<file path="config.mk">
export PLATFORM = sky130hd
export DESIGN_NAME = aik_root
export DESIGN_NICKNAME = d
export VERILOG_FILES = /design/src/sv/aik_pkg.sv /design/src/sv/aik_root.sv
export SDC_FILE = /design/constraint.sdc
export NUM_CORES = 2
export LEC_CHECK = 0
export BUFFER_PORTS_ARGS = -buffer_cell sky130_fd_sc_hd__buf_2
export CORE_ASPECT_RATIO = 1.1
export CORE_MARGIN = 2
export CORE_UTILIZATION = 62
export DETAILED_ROUTE_END_ITERATION = 12
export PLACE_DENSITY_LB_ADDON = 0.3
export SETUP_SLACK_MARGIN = 0.02
export SYNTH_ARGS = -nofsm -noshare
export SYNTH_HDL_FRONTEND = slang
export SYNTH_SLANG_ARGS = --single-unit
export TNS_END_PERCENT = 20
</file>
<file path="constraint.sdc">
create_clock -name clk -period 4.1 [get_ports clk]
set_input_delay 0.615 -clock clk [delete_from_list [all_inputs] [get_ports clk]]
set_output_delay 0.615 -clock clk [all_outputs]
set_load 0.005 [all_outputs]
</file>
<file path="src/sv/aik_pkg.sv">
`timescale 1ns / 1ps
`default_nettype none
// ----------------------------------------------------------------------------
// aik_pkg: shared constants for the arm inverse kinematics pipeline
// Register codes, CORDIC angle table and datapath widths.
// ----------------------------------------------------------------------------
package aik_pkg;

  // Configuration register codes (word index on the APB port)
  typedef enum logic [1:0] {
    REG_UPPER_ARM  = 2'd0,
    REG_FOREARM    = 2'd1,
    REG_OFFSET     = 2'd2,
    REG_FALLBACK_X = 2'd3
  } reg_idx_t;

  // Angle accumulator: radians * 2^32, signed
  localparam int ANG_W        = 36;
  // Operand width before normalization
  localparam int NORM_W       = 64;
  // CORDIC x/y width after normalization into [2^40, 2^41)
  localparam int CORDIC_W     = 44;
  localparam int NORM_STEPS   = 6;
  localparam int CORDIC_STEPS = 32;

  localparam logic signed [ANG_W-1:0] PI_Q32 = 36'sd13493037704;

  localparam logic [31:0] ATAN_TAB [CORDIC_STEPS] = '{
    32'd3373259426, 32'd1991351318, 32'd1052175347, 32'd534100635,
    32'd268086748,  32'd134174063,  32'd67103403,   32'd33553749,
    32'd16777131,   32'd8388597,    32'd4194303,    32'd2097152,
    32'd1048576,    32'd524288,     32'd262144,     32'd131072,
    32'd65536,      32'd32768,      32'd16384,      32'd8192,
    32'd4096,       32'd2048,       32'd1024,       32'd512,
    32'd256,        32'd128,        32'd64,         32'd32,
    32'd16,         32'd8,          32'd4,          32'd2
  };

endpackage
`default_nettype wire

</file>
<file path="src/sv/aik_root.sv">
`timescale 1ns / 1ps
`default_nettype none
// ----------------------------------------------------------------------------
// aik_root: pipelined integer square root
// One result bit per stage, floor(sqrt(v)); a tag travels with each item.
// ----------------------------------------------------------------------------
module aik_root import aik_pkg::*; #(
  parameter int IN_W  = 48,
  parameter int TAG_W = 1
) (
  input  wire logic                      clk,
  input  wire logic                      rst,
  input  wire logic                      in_valid,
  input  wire logic [IN_W-1:0]           v_in,
  input  wire logic [TAG_W-1:0]          tag_in,
  output logic                           out_valid,
  output logic [(IN_W+1)/2-1:0]          root,
  output logic [TAG_W-1:0]               tag_out
);

  localparam int NS = (IN_W + 1) / 2;

  logic [IN_W-1:0]  rem   [0:NS];
  logic [IN_W:0]    acc   [0:NS];
  logic [TAG_W-1:0] tag   [0:NS];
  logic             vl    [0:NS];

  always_ff @(posedge clk) begin
    rem[0] <= v_in;
    acc[0] <= '0;
    tag[0] <= tag_in;
  end

  always_ff @(posedge clk) begin
    if (rst) begin
      for (int k = 0; k <= NS; k++) vl[k] <= 1'b0;
    end else begin
      vl[0] <= in_valid;
      for (int k = 1; k <= NS; k++) vl[k] <= vl[k-1];
    end
  end

  for (genvar k = 0; k < NS; k++) begin : g_step
    localparam logic [IN_W:0] B = (IN_W+1)'(1) << (2 * (NS - 1 - k));
    logic [IN_W:0] trial;
    logic          take;

    always_comb begin
      trial = acc[k] + B;
      take  = {1'b0, rem[k]} >= trial;
    end

    always_ff @(posedge clk) begin
      tag[k+1] <= tag[k];
      if (take) begin
        rem[k+1] <= rem[k] - trial[IN_W-1:0];
        acc[k+1] <= (acc[k] >> 1) + B;
      end else begin
        rem[k+1] <= rem[k];
        acc[k+1] <= acc[k] >> 1;
      end
    end
  end

  assign out_valid = vl[NS];
  assign root      = acc[NS][NS-1:0];
  assign tag_out   = tag[NS];

endmodule
`default_nettype wire

</file>
======== Yosys cells after proc, flatten, opt, wreduce, memory -nomap -nowiden ========
Memories as Yosys holds them, arrays and structs flattened.
Cells that the tools add are included.
word-level totals
  register bits after elaboration ......... 0
  RAM bits ................................ 2475
  word-level logic and storage cells ...... 321
  memories ................................ 4
memories
  name  words  bits a word  rd ports  clocked after Yosys merged registers in  wr ports  RTL line        source
  acc   25     49           25        0                                        25        aik_root.sv:24  logic [IN_W:0] acc [0:NS];
  rem   25     48           24        0                                        25        aik_root.sv:23  logic [IN_W-1:0] rem [0:NS];
  tag   25     1            25        0                                        25        aik_root.sv:25  logic [TAG_W-1:0] tag [0:NS];
  vl    25     1            25        0                                        25        aik_root.sv:26  logic vl [0:NS];
cells by class
  bitwise operators ....................... 73
  $add $sub $neg .......................... 72
  $lt $le $gt $ge ......................... 24
  mux-type cells .......................... 148
operators with widths
  operator                                                          count
  48-bit by 49-bit greater-or-equal comparator with 1-bit output    24
  49-bit two-way mux                                                24
  48-bit two-way mux                                                24
  48-bit subtractor                                                 24
  1-bit two-way mux                                                 100
  1-bit bitwise OR                                                  73
  48-bit by 1-bit adder with 49-bit output, second input constant   1
  48-bit by 11-bit adder with 49-bit output, second input constant  1
  48-bit by 13-bit adder with 49-bit output, second input constant  1
  48-bit by 15-bit adder with 49-bit output, second input constant  1
  48-bit by 17-bit adder with 49-bit output, second input constant  1
  48-bit by 19-bit adder with 49-bit output, second input constant  1
  48-bit by 21-bit adder with 49-bit output, second input constant  1
  48-bit by 23-bit adder with 49-bit output, second input constant  1
  48-bit by 25-bit adder with 49-bit output, second input constant  1
  48-bit by 27-bit adder with 49-bit output, second input constant  1
  48-bit by 29-bit adder with 49-bit output, second input constant  1
  48-bit by 3-bit adder with 49-bit output, second input constant   1
  48-bit by 31-bit adder with 49-bit output, second input constant  1
  48-bit by 33-bit adder with 49-bit output, second input constant  1
  48-bit by 35-bit adder with 49-bit output, second input constant  1
  48-bit by 37-bit adder with 49-bit output, second input constant  1
  48-bit by 39-bit adder with 49-bit output, second input constant  1
  48-bit by 41-bit adder with 49-bit output, second input constant  1
  other kinds (30)                                                  30

======== Longest topological paths before layout ========
  depth after elaboration ................. 5
  gate-level depth with buffers ........... 13

======== Worst setup path after synthesis ========
OpenSTA, ideal clock, no wires.
  kind .................................... flip-flop to flip-flop
  start ................................... memory acc[1][110] (netlist name)
  end ..................................... memory rem[19][42], in the netlist rem[2][186]
  data arrival time ....................... 2.813 ns
  setup slack ............................. 1.167 ns
  library setup time ...................... 0.119 ns
  cell stages (with the launch flop) ...... 11
  buffers on the path ..................... 0
  cell sequence ........................... dfxtp_1 > inv_1 > ha_1 > nor2b_1 > o31a_1 > o31a_1 > a21bo_2 > a221oi_1 > o211ai_1 > or4_1 > xnor2_1
RTL lines
  item         RTL line
  from (decl)  aik_root.sv:24
  to (decl)    aik_root.sv:23

==> impl_metrics.toml <==
[floorplanning]
fp.dieH_um = 318
io_pins = 78
initial_core_util = 0.622
fp-row-count = 115
die-width_um = 289
dieArea_um2 = 91800
core_um2 = 89100

[cts]
h-tree-depth = 4
cts_resized = 0
clock_path_buffers = 3
ctsHoldBuffers = 49
cts_buffers = 142
cts_tree = "built"
cts_sinks = 1502
cts_setup_buffers = 0
cts-root-buf = "clkbuf_16"
clk_latency_ns = 0.74
path_clk_slew_ns = 0.06

[grt]
track_usage = 0.288
grt_util_met1 = 0.330
antenna_found_initial = 6
grt_pass1_vias = 39700
top_usage_layer = "met2"
grt_use_met2 = 0.514
grt_start_max_net_pins = 43
overflow = 0
grt_pass1_wl_mm = 211
use_met3 = 0.0449

[synthesis]
synth_compound_area_frac = 0.114
avgSynthCellArea_um2 = 10.3
ys_seq_area_frac = 0.543
synth_top_family_by_area = "simple AND/OR/NAND/NOR gates"
yosysUniqueCellTypes = 87
syn_inst = 5404
async_flop_share = 0
synthesis.nets = 5778
muxShareOfSynthArea = 0.0116
ys_ff_latch = 1502
synth_area_um2 = 55400
yosysTopAreaCellShare = 0.543
synth_top_cell_by_area = "dfxtp_1"
synth_xor_xnor_area_share = 0.0741
synth-simple-area-share = 0.149
synth_edf_count = 0
synth_flop_cell = "dfxtp_1"
ys_top_cells_by_area = "dfxtp_1 (54%), ha_1 (7.3%), xor2_1 (3.8%)"
synthAdderAreaFrac = 0.0727
ys_warn_count = 0

[setup_path]
slowest_delay_ns = 0.58
crit_buf_inv = 2
cp_max_fo = 4
critical_path.top_delay_family = "compound AO/OA/AOI/OAI gates"
arrival_ns = 4.13
end_kind = "flop"
crit_chain = "inv_1, ha_1, o21ai_0, a211oi_1, a21oi_1, a2111oi_0, buf_4, nor4_2, nor4_1, nand4_1, xnor2_1"
critPathLaunchType = "flop"
slowest_stage = "a2111oi_0"
crit_type = "reg2reg"
required_ns = 4.70

[cells_and_area]
drive_above_1_share = 0.0793
area_growth_pct = 12.9
layout.nets = 5964
fin_cells = 6875

[route]
ant_nets = 0
routed-via-count = 39300
wl_per_cell_um = 19.4
drc_errors = 0
first_iter_violations = 2587
drt_wl_total_mm = 133
vias_per_cell = 5.72
detail_route.first_pass.iterations = 6

[pwr]
p_sw_mw = 15.1
p_leak_nw = 28.5
p_clk_frac = 0.299
seqPwrFrac = 0.450
p_int_mw = 31.1
pwr-share-comb = 0.251
ir_worst_vdd_uv = 546
swShare = 0.326
power_density_nw_per_um2 = 738

[timing]
finalCritPeriodShare = 0.860
relSlewSlack = 0.269
max_freq_mhz = 283
skew_ns = 0.0362
hold_violations = 0
tightest_slew_ns = 1.09
post-route-min-period_ns = 3.53
rsz0062_at_grt = "no"
setup-violations-final = 0
finalSetupTns_ns = 0
slew_violations = 0

[place]
placed_cells = 6567
io_buffers = 77
gp_congestion = 0.931
hpwl_mm = 97.3

[worst_hold_path]
holdCritPathClass = "in2reg"

[status]
status = "finished, final reports clean"

[run]
maxCapViolCount = 0
[per-stage QoR]
stage               instance area, um^2  total power [mW]  hold slack [ns]  utilization  setup WS [ns]
finish                            62600              46.2            0.138        0.703          0.572
global route                      62600              48.6            0.117        0.703          0.346
CTS                               62600              46.3            0.101        0.702          0.646
detailed placement                57000              32.4            0.314        0.640          0.718
global placement                  57000              32.1            0.316        0.640          0.734
floorplan                         55400              28.8            0.310            -           1.17
[placed cells by master (no fill, tap or decap), types with 67 or more instances in the layout]
cell type,n
ha_1,322
a21oi_1,274
nor4_1,195
xor2_1,242
nand4_1,88
o21ai_0,279
nor3_1,159
clkbuf_16,142
xnor2_1,227
nand2_1,322
dfxtp_1,1502
buf_2,77
inv_1,384
nor2b_1,67
nor2_1,296
o21a_1,67
a21o_1,117
[final cells by class]
type,instances,area [um^2]
inverters,387,1450
diodes,2,5.00
fillers,6406,26500
well taps,1170,1460
clock buffers,189,3960
repair buffers,164,1160
multi-input cells,3393,23400
clock inverters,68,1090
flip-flops and latches,1502,30100
[cells in the mapped netlist (all sizes together), types with 117 or more instances]
library cell  count
nor4            201
dfxtp          1502
nor2            296
nor3            162
o21ai           280
a21oi           275
xnor2           227
nand2           322
xor2            242
ha              322
inv             386
a21o            117
[cell families after synthesis]
family	Yosys count
AOI/OAI and AO/OA	1002
xor gates and xnor gates	469
adders and majority gates	322
buffers and inverters	509
DFF	1502
muxes	56
and+or+nand+nor	1544
[registers in the layout (all words and copies together), names as in the netlist]
register / cells
acc: 300
vl: 25
rem: 1152
tag: 25
[metal layers]
layer  part of all wire  vias up  wire length (um)
met5            0.00049        -                65
met4              0.052        8              6910
met3              0.042      363              5530
met2               0.51     1055             67400
met1               0.40    18700             53200
li1                   -    19200                 -
[power by group through the flow]
stage               combinational, mW  clock, mW  sequential (mW)
global route                     12.9       14.6             21.1
floorplan                        9.06          0             19.8
global placement                 11.2          0             21.0
finish                           11.6       13.8             20.8
detailed placement               11.4          0             21.0
CTS                              11.6       14.0             20.7
[path summary, 6_finish.rpt]
kind	startpoint	endpoint	slack [ns]	cells after the start
setup / recovery	acc[1][63]	rem[2][136]	0.57	11
setup reg to reg	acc[1][63]	rem[2][136]	0.57	11
hold reg to reg	tag[0][9]	tag[0][10]	0.30	0
hold / removal	in_valid	vl[0][0]	0.14	2
Note: power is estimated with default switching activity, not from simulation.
